==> src/hw/rtl/rsd_pkg.sv <==
// Package for the sensor dedup table: widths, codes and cell record types.
// No dependencies.
`default_nettype none
package rsd_pkg;
    localparam int Depth = 16;
    localparam int SlotW = 6;
    localparam int PosW = 4;

    typedef enum logic [2:0] {
        REQ_UPDATE = 3'd0, REQ_SWEEP = 3'd1, REQ_RESET_MM = 3'd2,
        REQ_CLEAR = 3'd3, REQ_READOUT = 3'd4, REQ_RSV5 = 3'd5,
        REQ_RSV6 = 3'd6, REQ_RSV7 = 3'd7
    } t_req;

    typedef enum logic [2:0] {
        ST_NEW = 3'd0, ST_DATA = 3'd1, ST_REPEAT = 3'd2, ST_DROP = 3'd3,
        ST_FULL = 3'd4, ST_DONE = 3'd5
    } t_status;

    typedef enum logic [1:0] {
        FSM_IDLE, FSM_SCAN, FSM_EMIT, FSM_DONE
    } t_fsm;

    typedef struct packed {
        logic        valid;
        logic [19:0] key;
        logic [63:0] code;
        logic [47:0] tstamp;
        logic [23:0] ivl;
        logic [7:0]  sig_cnt;
        logic [7:0]  sig_max;
        logic [2:0]  flags;
        logic [11:0] t_cur;
        logic [11:0] t_min;
        logic [11:0] t_max;
        logic [6:0]  h_cur;
        logic [6:0]  h_min;
        logic [6:0]  h_max;
    } t_entry;

    // Request record held for the whole request and applied at the head cell.
    typedef struct packed {
        t_req        req;
        logic [47:0] tstamp;
        logic [63:0] code;
        logic [15:0] clen;
        logic [7:0]  reps;
        logic [23:0] ivl;
        logic [19:0] key;
        logic [2:0]  flags;
        logic [11:0] temp;
        logic [6:0]  hum;
        logic [3:0]  ttl;
    } t_cmd;

    // Result of processing one entry at the head cell.
    typedef struct packed {
        logic    emit;
        t_status status;
        logic    done;
    } t_res;
endpackage
`default_nettype wire

==> src/hw/rtl/radio_sensor_dedup_table.sv <==
// Sixteen-slot sensor table as a rotating ring of cells.
// Each request makes one ring pass, and an update with no match a second pass;
// a result is registered when its slot is at the head cell and the output register is free.
// A new request is taken only while idle; the ring holds while a result waits on an output stall.
// Reset: all slots invalid, ttl_intervals = 2; slot payload undefined until written.
// Depends on rsd_pkg, rsd_cell, rsd_head.
`default_nettype none
module radio_sensor_dedup_table (
    input  wire logic        i_clk,
    input  wire logic        i_rst_n,
    input  wire logic        i_valid,
    output logic             o_stall,
    input  wire logic [2:0]  i_req_type,
    input  wire logic [47:0] i_time_ms,
    input  wire logic [63:0] i_raw_code,
    input  wire logic [15:0] i_code_len_ms,
    input  wire logic [7:0]  i_repeats,
    input  wire logic [23:0] i_interval_ms,
    input  wire logic [19:0] i_sensor_key,
    input  wire logic        i_battery_low,
    input  wire logic [1:0]  i_trend,
    input  wire logic signed [11:0] i_temperature,
    input  wire logic [6:0]  i_humidity,
    input  wire logic        i_cfg_valid,
    output logic             o_cfg_ready,
    input  wire logic [3:0]  i_cfg_data,
    output logic             o_valid,
    input  wire logic        i_stall,
    output logic [5:0]       o_slot_index,
    output logic [2:0]       o_status,
    output logic             o_last,
    output logic [19:0]      o_out_key,
    output logic [7:0]       o_signal_count,
    output logic [2:0]       o_sensor_flags,
    output logic signed [11:0] o_temp_cur,
    output logic signed [11:0] o_temp_min,
    output logic signed [11:0] o_temp_max,
    output logic [6:0]       o_humid_cur,
    output logic [6:0]       o_humid_min,
    output logic [6:0]       o_humid_max
);
    localparam int D = rsd_pkg::Depth;

    rsd_pkg::t_fsm   r_fsm, n_fsm;
    rsd_pkg::t_cmd   r_cmd;
    logic [3:0]      r_ttl;
    logic [rsd_pkg::PosW-1:0] r_pos;     // head slot index during a pass
    logic            r_pass2, r_found, r_taken;
    logic            r_ov;               // output register holds a transfer
    logic            r_ofinal;           // terminating result pending

    rsd_pkg::t_entry w_ent [D];          // cell outputs; slot r_pos at cell 0
    rsd_pkg::t_entry w_head_out;
    rsd_pkg::t_res   w_res;
    logic            w_adv, w_take, w_out_free;

    // The ring rotates: cell k feeds cell k-1; the head writes back into the last cell.
    assign w_out_free = !r_ov || !i_stall;
    assign w_adv = (r_fsm == rsd_pkg::FSM_SCAN) && (!w_res.emit || w_out_free);
    assign w_take = (r_fsm == rsd_pkg::FSM_IDLE) && i_valid;
    assign o_stall = (r_fsm != rsd_pkg::FSM_IDLE);
    assign o_cfg_ready = 1'b1;

    for (genvar k = 0; k < D; k++) begin : g_cell
        rsd_cell u_cell (
            .i_clk(i_clk), .i_rst_n(i_rst_n), .i_shift(w_adv), .i_clear(1'b0),
            .i_entry((k == D - 1) ? w_head_out : w_ent[(k + 1) % D]),
            .o_entry(w_ent[k])
        );
    end

    rsd_head u_head (
        .i_cmd(r_cmd), .i_entry(w_ent[0]), .i_found(r_found),
        .i_last_pass(r_pass2), .i_free_taken(r_taken),
        .o_entry(w_head_out), .o_res(w_res)
    );

    always_comb begin
        n_fsm = r_fsm;
        unique case (r_fsm)
            rsd_pkg::FSM_IDLE: if (i_valid) n_fsm = rsd_pkg::FSM_SCAN;
            rsd_pkg::FSM_SCAN: begin
                if (w_adv && (r_pos == rsd_pkg::PosW'(D - 1))) begin
                    if (r_cmd.req == rsd_pkg::REQ_UPDATE && !r_pass2
                        && !r_found && !(w_res.emit && w_res.done)) begin
                        n_fsm = rsd_pkg::FSM_SCAN;
                    end else begin
                        n_fsm = rsd_pkg::FSM_EMIT;
                    end
                end
            end
            rsd_pkg::FSM_EMIT: if (w_out_free) n_fsm = rsd_pkg::FSM_DONE;
            rsd_pkg::FSM_DONE: if (w_out_free) n_fsm = rsd_pkg::FSM_IDLE;
            default: n_fsm = rsd_pkg::FSM_IDLE;
        endcase
    end

    always_ff @(posedge i_clk) begin
        if (!i_rst_n) begin
            r_fsm <= rsd_pkg::FSM_IDLE;
            r_ttl <= 4'd2;
            r_ov <= 1'b0;
            r_pos <= '0;
            r_pass2 <= 1'b0;
            r_found <= 1'b0;
            r_taken <= 1'b0;
            r_ofinal <= 1'b0;
        end else begin
            r_fsm <= n_fsm;
            if (i_cfg_valid) r_ttl <= i_cfg_data;
            // A new result loads only when the register is free or emptying.
            if ((w_adv && w_res.emit)
                || (r_fsm == rsd_pkg::FSM_DONE && w_out_free && r_ofinal)) begin
                r_ov <= 1'b1;
            end else if (!i_stall) begin
                r_ov <= 1'b0;
            end
            if (w_take) begin
                r_pos <= '0;
                r_pass2 <= 1'b0;
                r_found <= 1'b0;
                r_taken <= 1'b0;
                r_ofinal <= 1'b0;
            end
            if (w_adv) begin
                r_pos <= (r_pos == rsd_pkg::PosW'(D - 1)) ? '0 : r_pos + 1'b1;
                if (r_pos == rsd_pkg::PosW'(D - 1)) r_pass2 <= 1'b1;
                if (w_res.emit && w_res.done) begin
                    if (r_pass2) r_taken <= 1'b1; else r_found <= 1'b1;
                end
            end
            if (r_fsm == rsd_pkg::FSM_EMIT && w_out_free) begin
                // An update already answered skips the terminating result.
                r_ofinal <= !(r_cmd.req == rsd_pkg::REQ_UPDATE && (r_found || r_taken));
            end
        end
    end

    always_ff @(posedge i_clk) begin
        if (w_take) begin
            r_cmd <= '{req: rsd_pkg::t_req'(i_req_type), tstamp: i_time_ms,
                code: i_raw_code, clen: i_code_len_ms, reps: i_repeats,
                ivl: i_interval_ms, key: i_sensor_key,
                flags: {i_battery_low, i_trend}, temp: i_temperature,
                hum: i_humidity, ttl: r_ttl};
        end
        if (w_adv && w_res.emit) begin
            o_slot_index <= rsd_pkg::SlotW'(r_pos);
            o_status <= w_res.status;
            o_last <= w_res.done;
            o_out_key <= w_head_out.key;
            o_signal_count <= w_head_out.sig_cnt;
            o_sensor_flags <= w_head_out.flags;
            o_temp_cur <= w_head_out.t_cur;
            o_temp_min <= w_head_out.t_min;
            o_temp_max <= w_head_out.t_max;
            o_humid_cur <= w_head_out.h_cur;
            o_humid_min <= w_head_out.h_min;
            o_humid_max <= w_head_out.h_max;
        end
        if (r_fsm == rsd_pkg::FSM_DONE && w_out_free && r_ofinal) begin
            o_slot_index <= '0;
            o_status <= (r_cmd.req == rsd_pkg::REQ_UPDATE) ? rsd_pkg::ST_FULL
                                                          : rsd_pkg::ST_DONE;
            o_last <= 1'b1;
            o_out_key <= '0;
            o_signal_count <= '0;
            o_sensor_flags <= '0;
            o_temp_cur <= '0;
            o_temp_min <= '0;
            o_temp_max <= '0;
            o_humid_cur <= '0;
            o_humid_min <= '0;
            o_humid_max <= '0;
        end
    end
    assign o_valid = r_ov;
endmodule
`default_nettype wire

==> src/hw/rtl/rsd_cell.sv <==
// One storage cell of the ring; shifts its entry to the next cell on advance.
// Depends on rsd_pkg.
`default_nettype none
module rsd_cell (
    input  wire logic           i_clk,
    input  wire logic           i_rst_n,
    input  wire logic           i_shift,
    input  wire logic           i_clear,
    input  wire rsd_pkg::t_entry i_entry,
    output rsd_pkg::t_entry     o_entry
);
    rsd_pkg::t_entry r_entry;
    always_ff @(posedge i_clk) begin
        if (!i_rst_n || i_clear) begin
            r_entry.valid <= 1'b0;
        end else if (i_shift) begin
            r_entry.valid <= i_entry.valid;
        end
        if (i_shift) begin
            r_entry[$bits(rsd_pkg::t_entry)-2:0] <= i_entry[$bits(rsd_pkg::t_entry)-2:0];
        end
    end
    assign o_entry = r_entry;
endmodule
`default_nettype wire

==> src/hw/rtl/rsd_head.sv <==
// Head cell logic: applies the pending request to the entry leaving the ring.
// Depends on rsd_pkg.
`default_nettype none
module rsd_head (
    input  wire rsd_pkg::t_cmd   i_cmd,
    input  wire rsd_pkg::t_entry i_entry,
    input  wire logic       i_found,
    input  wire logic       i_last_pass,
    input  wire logic       i_free_taken,
    output rsd_pkg::t_entry o_entry,
    output rsd_pkg::t_res   o_res
);
    logic signed [49:0] diff;
    logic signed [9:0]  nwin;
    logic signed [27:0] win;
    logic signed [28:0] lim;
    logic hit_code, hit_key;
    logic signed [11:0] tmin, tmax;
    always_comb begin
        o_entry = i_entry;
        o_res = '{emit: 1'b0, status: rsd_pkg::ST_DONE, done: 1'b0};
        diff = $signed({2'b00, i_cmd.tstamp}) - $signed({2'b00, i_entry.tstamp});
        nwin = $signed({2'b00, i_entry.sig_max}) - $signed({2'b00, i_entry.sig_cnt})
             + 10'sd1;
        win = nwin * $signed({1'b0, i_cmd.clen});
        lim = $signed({1'b0, 28'(i_cmd.ttl * i_entry.ivl)});
        hit_code = i_entry.valid && (i_entry.code == i_cmd.code);
        hit_key = i_entry.valid && (i_entry.key == i_cmd.key);
        tmin = ($signed(i_cmd.temp) < $signed(i_entry.t_min)) ? i_cmd.temp : i_entry.t_min;
        tmax = ($signed(i_cmd.temp) > $signed(i_entry.t_max)) ? i_cmd.temp : i_entry.t_max;
        unique case (i_cmd.req)
            rsd_pkg::REQ_UPDATE: begin
                if (!i_found && (hit_code || hit_key)) begin
                    o_res.emit = 1'b1;
                    o_res.done = 1'b1;
                    o_res.status = hit_code ? rsd_pkg::ST_REPEAT : rsd_pkg::ST_DATA;
                    if (diff <= 50'(win)) begin
                        if (i_entry.sig_cnt < i_entry.sig_max) begin
                            o_entry.sig_cnt = i_entry.sig_cnt + 8'd1;
                        end else begin
                            o_res.status = rsd_pkg::ST_DROP;
                        end
                    end else begin
                        o_entry.sig_cnt = 8'd1;
                    end
                    if (o_res.status != rsd_pkg::ST_DROP) begin
                        o_entry.tstamp = i_cmd.tstamp;
                    end
                    if (o_res.status == rsd_pkg::ST_DATA) begin
                        o_entry.code = i_cmd.code;
                        o_entry.flags = i_cmd.flags;
                        o_entry.t_cur = i_cmd.temp;
                        o_entry.t_min = tmin;
                        o_entry.t_max = tmax;
                        o_entry.h_cur = i_cmd.hum;
                        o_entry.h_min = (i_cmd.hum < i_entry.h_min) ? i_cmd.hum : i_entry.h_min;
                        o_entry.h_max = (i_cmd.hum > i_entry.h_max) ? i_cmd.hum : i_entry.h_max;
                    end
                end else if (i_last_pass && !i_found && !i_free_taken && !i_entry.valid) begin
                    o_res.emit = 1'b1;
                    o_res.done = 1'b1;
                    o_res.status = rsd_pkg::ST_NEW;
                    o_entry = '{valid: 1'b1, key: i_cmd.key, code: i_cmd.code,
                        tstamp: i_cmd.tstamp, ivl: i_cmd.ivl, sig_cnt: 8'd1,
                        sig_max: i_cmd.reps, flags: i_cmd.flags, t_cur: i_cmd.temp,
                        t_min: i_cmd.temp, t_max: i_cmd.temp, h_cur: i_cmd.hum,
                        h_min: i_cmd.hum, h_max: i_cmd.hum};
                end
            end
            rsd_pkg::REQ_SWEEP: begin
                if (i_entry.valid && diff > 50'(lim)) begin
                    o_entry.valid = 1'b0;
                end
            end
            rsd_pkg::REQ_RESET_MM: begin
                o_entry.t_min = i_entry.t_cur;
                o_entry.t_max = i_entry.t_cur;
                o_entry.h_min = i_entry.h_cur;
                o_entry.h_max = i_entry.h_cur;
            end
            rsd_pkg::REQ_CLEAR: o_entry.valid = 1'b0;
            rsd_pkg::REQ_READOUT: begin
                o_res.emit = i_entry.valid;
                o_res.status = rsd_pkg::ST_DONE;
            end
            default: ;
        endcase
    end
endmodule
`default_nettype wire

==> config.mk <==
export PLATFORM = sky130hd
export DESIGN_NAME = radio_sensor_dedup_table
export DESIGN_NICKNAME = d
export VERILOG_FILES = /design/src/hw/rtl/rsd_pkg.sv /design/src/hw/rtl/radio_sensor_dedup_table.sv /design/src/hw/rtl/rsd_cell.sv /design/src/hw/rtl/rsd_head.sv
export SDC_FILE = /design/constraint.sdc
export NUM_CORES = 2
export LEC_CHECK = 0
export BUFFER_PORTS_ARGS = -buffer_cell sky130_fd_sc_hd__buf_2
export CELL_PAD_IN_SITES_DETAIL_PLACEMENT = 0
export CELL_PAD_IN_SITES_GLOBAL_PLACEMENT = 2
export CORE_AREA = 2 2 689 520
export DETAILED_ROUTE_END_ITERATION = 10
export DIE_AREA = 0 0 691 522
export PLACE_DENSITY_LB_ADDON = 0.1
export SYNTH_ARGS = -nofsm -noshare
export SYNTH_HDL_FRONTEND = slang
export SYNTH_SLANG_ARGS = --single-unit
==> constraint.sdc <==
create_clock -name i_clk -period 317.1 [get_ports i_clk]
set_input_delay 95.13 -clock i_clk [delete_from_list [all_inputs] [get_ports i_clk]]
set_output_delay 95.13 -clock i_clk [all_outputs]
set_load 0.03 [all_outputs]
### After elaboration in Yosys (flattened, before gate mapping)

Cells that the tools add are included.

| word-level totals | value |
|---|---|
| word-level logic and storage cells | 384 |
| bits in registers | 4048 |
| bits of input ports | 214 |
| output and inout bits | 101 |

| operators by class | value |
|---|---|
| $mul | 2 |
| $add $sub $neg | 5 |
| $lt $le $gt $ge | 7 |
| multiplexer cells | 58 |
| reduce and logical (&&, ||, !) cells | 40 |
| equal/unequal tests | 17 |

Operator list:

| kind | number |
|---|---|
| $mux 233 | 1 |
| $mux 187 | 1 |
| $mux 60 | 2 |
| $mux 112 | 1 |
| $eq 64x64->1 | 1 |
| $mux 64 | 1 |
| $gt 49x29->1 | 1 |
| $le 49x27->1 | 1 |
| $sub 48x48->49 | 1 |
| $mux 48 | 1 |
| $pmux 24 s2 | 1 |
| $mux 8 | 4 |
| $mul 4x24->28 | 1 |
| $pmux 14 s2 | 1 |
| $mul 10x17->27 | 1 |
| $mux 12 | 2 |
| $mux 24 | 1 |
| $mux 21 | 1 |
| $mux 7 | 3 |
| $eq 20x20->1 | 1 |
| $logic_and 1x1->1 | 19 |
| $mux 1 | 18 |
| $mux 3 | 6 |
| $gt 12x12->1 | 1 |
| 29 further kinds | 58 |

### Depth between registers and ports, before layout

| depth | value |
|---|---|
| word-level depth | 15 |
| mapped depth | 54 |
| gate-level depth less buffers | 51 |

### Cells and area by module

A second synthesis with hierarchy kept.

| unflattened totals | value |
|---|---|
| cells, all modules | 7171 |
| area total of the unflattened synthesis | 142663.1 µm² |

By module, submodules not included:

| module | times used | cells each | area each (µm²) | seq. area each (µm²) |
|---|---|---|---|---|
| rsd_cell | 16 | 235 | 7009.2 | 6986.7 |
| rsd_head | 1 | 2673 | 19765.2 | 0.0 |
| radio_sensor_dedup_table | 1 | 738 | 10750.3 | 8528.2 |

### Least setup slack after synthesis

Ideal clock, no wire load.

| timing path | value |
|---|---|
| path type | input to register |
| from | input port i_stall |
| to | register g_cell[0].u_cell.r_entry, in the netlist g_cell[0].u_cell.o_entry[0], enable pin |
| slack | 116213 ps |
| buffers on the path | 1 |
| arrival time | 195370 ps |
| data required time | 311584 ps |
| library setup time | 5516 ps |
| cell stages on the path | 4 |
| cells stage by stage | nand2_1 > o21ai_1 > clkinv_1 > clkbuf_1 |

| on the way | value |
|---|---|
| cells in the longest elaborated chain, start to end | 4 |

RTL lines:

| element | RTL line | text |
|---|---|---|
| from (decl) | radio_sensor_dedup_table.sv:28 | `input wire logic i_stall,` |
| $logic_not 1->1 | -- |  |
| $logic_or 1x1->1 | radio_sensor_dedup_table.sv:58 | `assign w_out_free = !r_ov \|\| !i_stall;` |
| $logic_or 1x1->1 | radio_sensor_dedup_table.sv:59 | `assign w_adv = (r_fsm == rsd_pkg::FSM_SCAN) && (!w_res.emit \|\| w_out_free);` |
| $logic_and 1x1->1 | radio_sensor_dedup_table.sv:59 |  |
| named net g_cell[0].u_cell.i_shift | rsd_cell.sv:7 | `input wire logic i_shift,` |
| to (signal, indexed assignment) | rsd_cell.sv:20 | `r_entry[$bits(rsd_pkg::t_entry)-2:0] <= i_entry[$bits(rsd_pkg::t_entry)-2:0];` |
| to (decl) | rsd_cell.sv:12 | `rsd_pkg::t_entry r_entry;` |

The timed path passes the listed nets, and every way through them passes these cells.
A chain may end at the register's enable or synchronous reset.

### Worst setup path after layout

| timing path | value |
|---|---|
| from | input port i_stall |
| to | register g_cell[8].u_cell.r_entry, in the netlist g_cell[8].u_cell.o_entry[202], enable pin |

| on the way | value |
|---|---|
| cells in the longest elaborated chain, start to end | 4 |

RTL lines:

| element | RTL line |
|---|---|
| $logic_not 1->1 | -- |
| $logic_or 1x1->1 | radio_sensor_dedup_table.sv:58 |
| $logic_or 1x1->1 | radio_sensor_dedup_table.sv:59 |
| $logic_and 1x1->1 | radio_sensor_dedup_table.sv:59 |
| to (signal, indexed assignment) | rsd_cell.sv:20 |
| to (decl) | rsd_cell.sv:12 |

No other way between the ends.

==> run_results.csv <==
group,metric,value,unit
cells_and_area,nFillCells,30200,
route,vias,60070,
route,route.detailed.drc,0,
sta,min_period,102.92,ns
sta,hold_viol_final,0,
power_and_ir_drop,ir_drop,0.004159,mV
sta,fin_ws,214.18,ns
floorplanning,core_area,354700,um2
floorplanning,fp.dieW,691,um
synth,yosys.area_share.simple,0.03510,
cts,post_cts_buffers,0,
grt,overflow,0,
setup_path,cp_max_fo,151,
placement,pre_cts_ws,213.03,ns
grt,grt_usage,0.1437,
sta,worst_pin_slew,1.276,ns
floorplanning,die_h,522,um
cts,path_clk_slew,0.06,ns
grt,grt_max_degree,207,
sta,slew_headroom,0.1495,
placement,gp_congestion,0.7564,
synth,ys_seq_elements,4048,
synth,synthXorXnorAreaFrac,0.009793,
synth,netlist_area,141200,um2
route,first_pass_iters,6,
status,status,"finished clean",
cts,cts_buffer_depth,4,
grt,grt_pass1_vias,59680,
setup_path,end_kind,"flop",
cts,clkSinkCount,4048,
route,drt_first_iter_violations,5407,
floorplanning,ios,315,
grt,antenna_found_initial,39,
setup_path,critPathKind,"input pin to flop",
sta,setup_viol,0,
floorplanning,fp-row-count,190,
cts,holdBufCountCts,0,
cells_and_area,drive_gt1_frac,0.1426,
sta,min_period_over_period,0.3246,
power_and_ir_drop,leakagePower,44.82,nW
cells_and_area,fin_nets,8220,
synth,synth_adder_area_share,0.04610,
min_path,hp-class,"flop to flop",
cells_and_area,syn2layout_area_growth,14.10,%
synth,ys_warn_count,0,
placement,dpl.hpwl,165100,um
sta,fin_skew,0.08443,ns
sta,maxSlewViolCount,0,
synth,syn_inst,6936,
sta,fin_tns_setup,0,ns
setup_path,r2r_start,"g_cell[0].u_cell.o_entry[61]$_DFFE_PP_",
floorplanning,start_util,0.3980,
cells_and_area,regArea,120300,um2
synth,synth_top_family_by_area,"adder cells",
cts,htree_levels,5,
synth,synth_edf_count,3924,
cts,cts_tree,"yes",
sta,max_freq,9.716,MHz
grt,grt_pass1_wl,390500,um
placement,io_buffers,311,
cells_and_area,multi_input_area,18950,um2
power_and_ir_drop,p_per_area,6.823,nW/um2
route,postRouteWirelength,264700,um
synth,synthDistinctLibCells,91,
route,ant_nets,0,
cts,cts-root-buf,"clkbuf_16",
min_path,hp-start,"g_cell[14].u_cell.o_entry[103]$_DFFE_PP_",
setup_path,cp.arrival,103.48,ns
flow_run,drv_cap,0,
cts,clk_latency,0.97,ns
setup_path,critical_path_required,317.66,ns
synth,async_reset_ff_frac,0,
cts,cts_buffers,386,
synth,ys_seq_area_frac,0.8522,
synth,ys.flop_type,"edfxtp_1",
route,vias_per_cell,4.767,
synth,synth_compound_area_frac,0.03211,
route,drt-wirelength-per-cell,21.01,um
setup_path,crit_path_start,"i_stall",
synth,post_synth.cell_area_avg,20.35,um2
sta,rsz0062_at_grt,"false",
synth,muxShareOfSynthArea,0.01071,
cts,post_cts_resized,0,
floorplanning,dieArea,360700,um2
setup_path,start_kind,"input pin",
[power by group]
group,switching [W],internal [W]
Combinational,0.0000379,0.0000160
Clock,0.000195,0.000254
Sequential,0.00000433,0.000592
[cells in the mapped netlist (all sizes together), types with 39 or more instances]
library cell / number / area (um2)
xnor2: 91 / 804.5
fa: 157 / 3143
nand3: 85 / 425.4
nor2b: 40 / 250.2
inv: 363 / 1363
clkbuf: 98 / 367.9
dfxtp: 124 / 2482
mux2: 128 / 1441
nand4: 41 / 256.5
xor2: 66 / 578.1
nand2b: 39 / 244.0
a21o: 72 / 540.5
ha: 269 / 3366
nor3: 62 / 320.3
nand2: 386 / 1449
a21oi: 139 / 699.4
edfxtp: 3924 / 117800
nor2: 115 / 431.7
and2: 105 / 656.9
o21ai: 164 / 832.1
[flip-flops by register name (all words and copies together) (netlist names), 7 cells and up, named ones only]
signal / flops
g_cell.u_cell.o_entry: 3728
o_temp_min: 12
o_humid_min: 7
o_temp_max: 12
o_out_key: 20
o_temp_cur: 12
o_humid_cur: 7
r_cmd: 209
o_signal_count: 8
o_humid_max: 7
[area by class of cell]
class	count	share of cell area
Clock inverter	190	0.01192
Inverter	365	0.008599
Clock buffer	508	0.06446
Timing Repair Buffer	389	0.01376
Sequential cell	4048	0.7469
Multi-Input combinational cell	2390	0.1177
Tap cell	4704	0.03654
Antenna cell	8	0.0001243
[worst paths after layout]
check                                                  end  slack (ns)  cells after the start
hold / removal    g_cell[13].u_cell.o_entry[103]$_DFFE_PP_        0.36                      0
setup reg to reg  g_cell[15].u_cell.o_entry[185]$_DFFE_PP_      301.87                     51
setup / recovery   g_cell[8].u_cell.o_entry[202]$_DFFE_PP_      214.18                     12
hold reg to reg   g_cell[13].u_cell.o_entry[103]$_DFFE_PP_        0.36                      0
[cell usage in the layout, fill, tap and decap left out, types with 90 or more instances in the layout]
cell / Yosys / final
a21oi_1: 138 / 137
and2_1: 105 / 104
buf_2: 13 / 311
clkbuf_1: 98 / 101
clkbuf_16: 0 / 391
dfxtp_1: 124 / 124
edfxtp_1: 3924 / 3924
fa_1: 157 / 157
ha_1: 269 / 269
inv_1: 363 / 362
mux2_2: 128 / 128
nand2_1: 386 / 385
nor2_1: 115 / 115
o21ai_0: 156 / 155
xnor2_1: 90 / 90
[cells by family after synthesis]
kind of cell | after synthesis
multiplexers | 135
AO/OA/AOI/OAI | 668
XOR/XNOR | 157
flip-flops | 4048
AND/OR/NAND/NOR | 1001
buffers and inverters | 499
other | 2
adder cells (fa/ha/maj) | 426
[worst max-delay path, stage by stage]
cell and delay, ns:
buf_2 0.09, nand2_1 0.22, o21ai_2 0.10, buf_4 0.23, inv_8 0.70, buf_4 0.82
buf_4 0.83, buf_4 0.84, buf_4 0.90, buf_4 1.03, buf_4 1.05, buf_4 0.97
[through the flow]
stage | util | hold WS, ns | power, W | instances | area [um2]
2_1_floorplan | - | 0.4003 | 0.0007792 | 6937 | 141200
3_3_place_gp | 0.4194 | 0.4001 | 0.0006619 | 11900 | 148800
3_5_place_dp | 0.4194 | 0.4045 | 0.0006628 | 11900 | 148800
4_1_cts | 0.4541 | 0.3510 | 0.001118 | 12590 | 161100
5_1_grt | 0.4541 | 0.3572 | 0.001144 | 12600 | 161100
6_report | 0.4541 | 0.3623 | 0.001099 | 12600 | 161100
[routing by layer]
layer | wire [um] | global-route usage | vias to the layer above | part of all wire
met1 | 136200 | 0.2300 | 30720 | 0.51
met5 | 0 | 0 | - | 0
met4 | 6369 | 0.03945 | 0 | 0.024
met2 | 110900 | 0.2020 | 1104 | 0.42
li1 | - | - | 27820 | -
met3 | 11240 | 0.02330 | 424 | 0.042
Note: power is estimated with default switching activity, not from simulation.
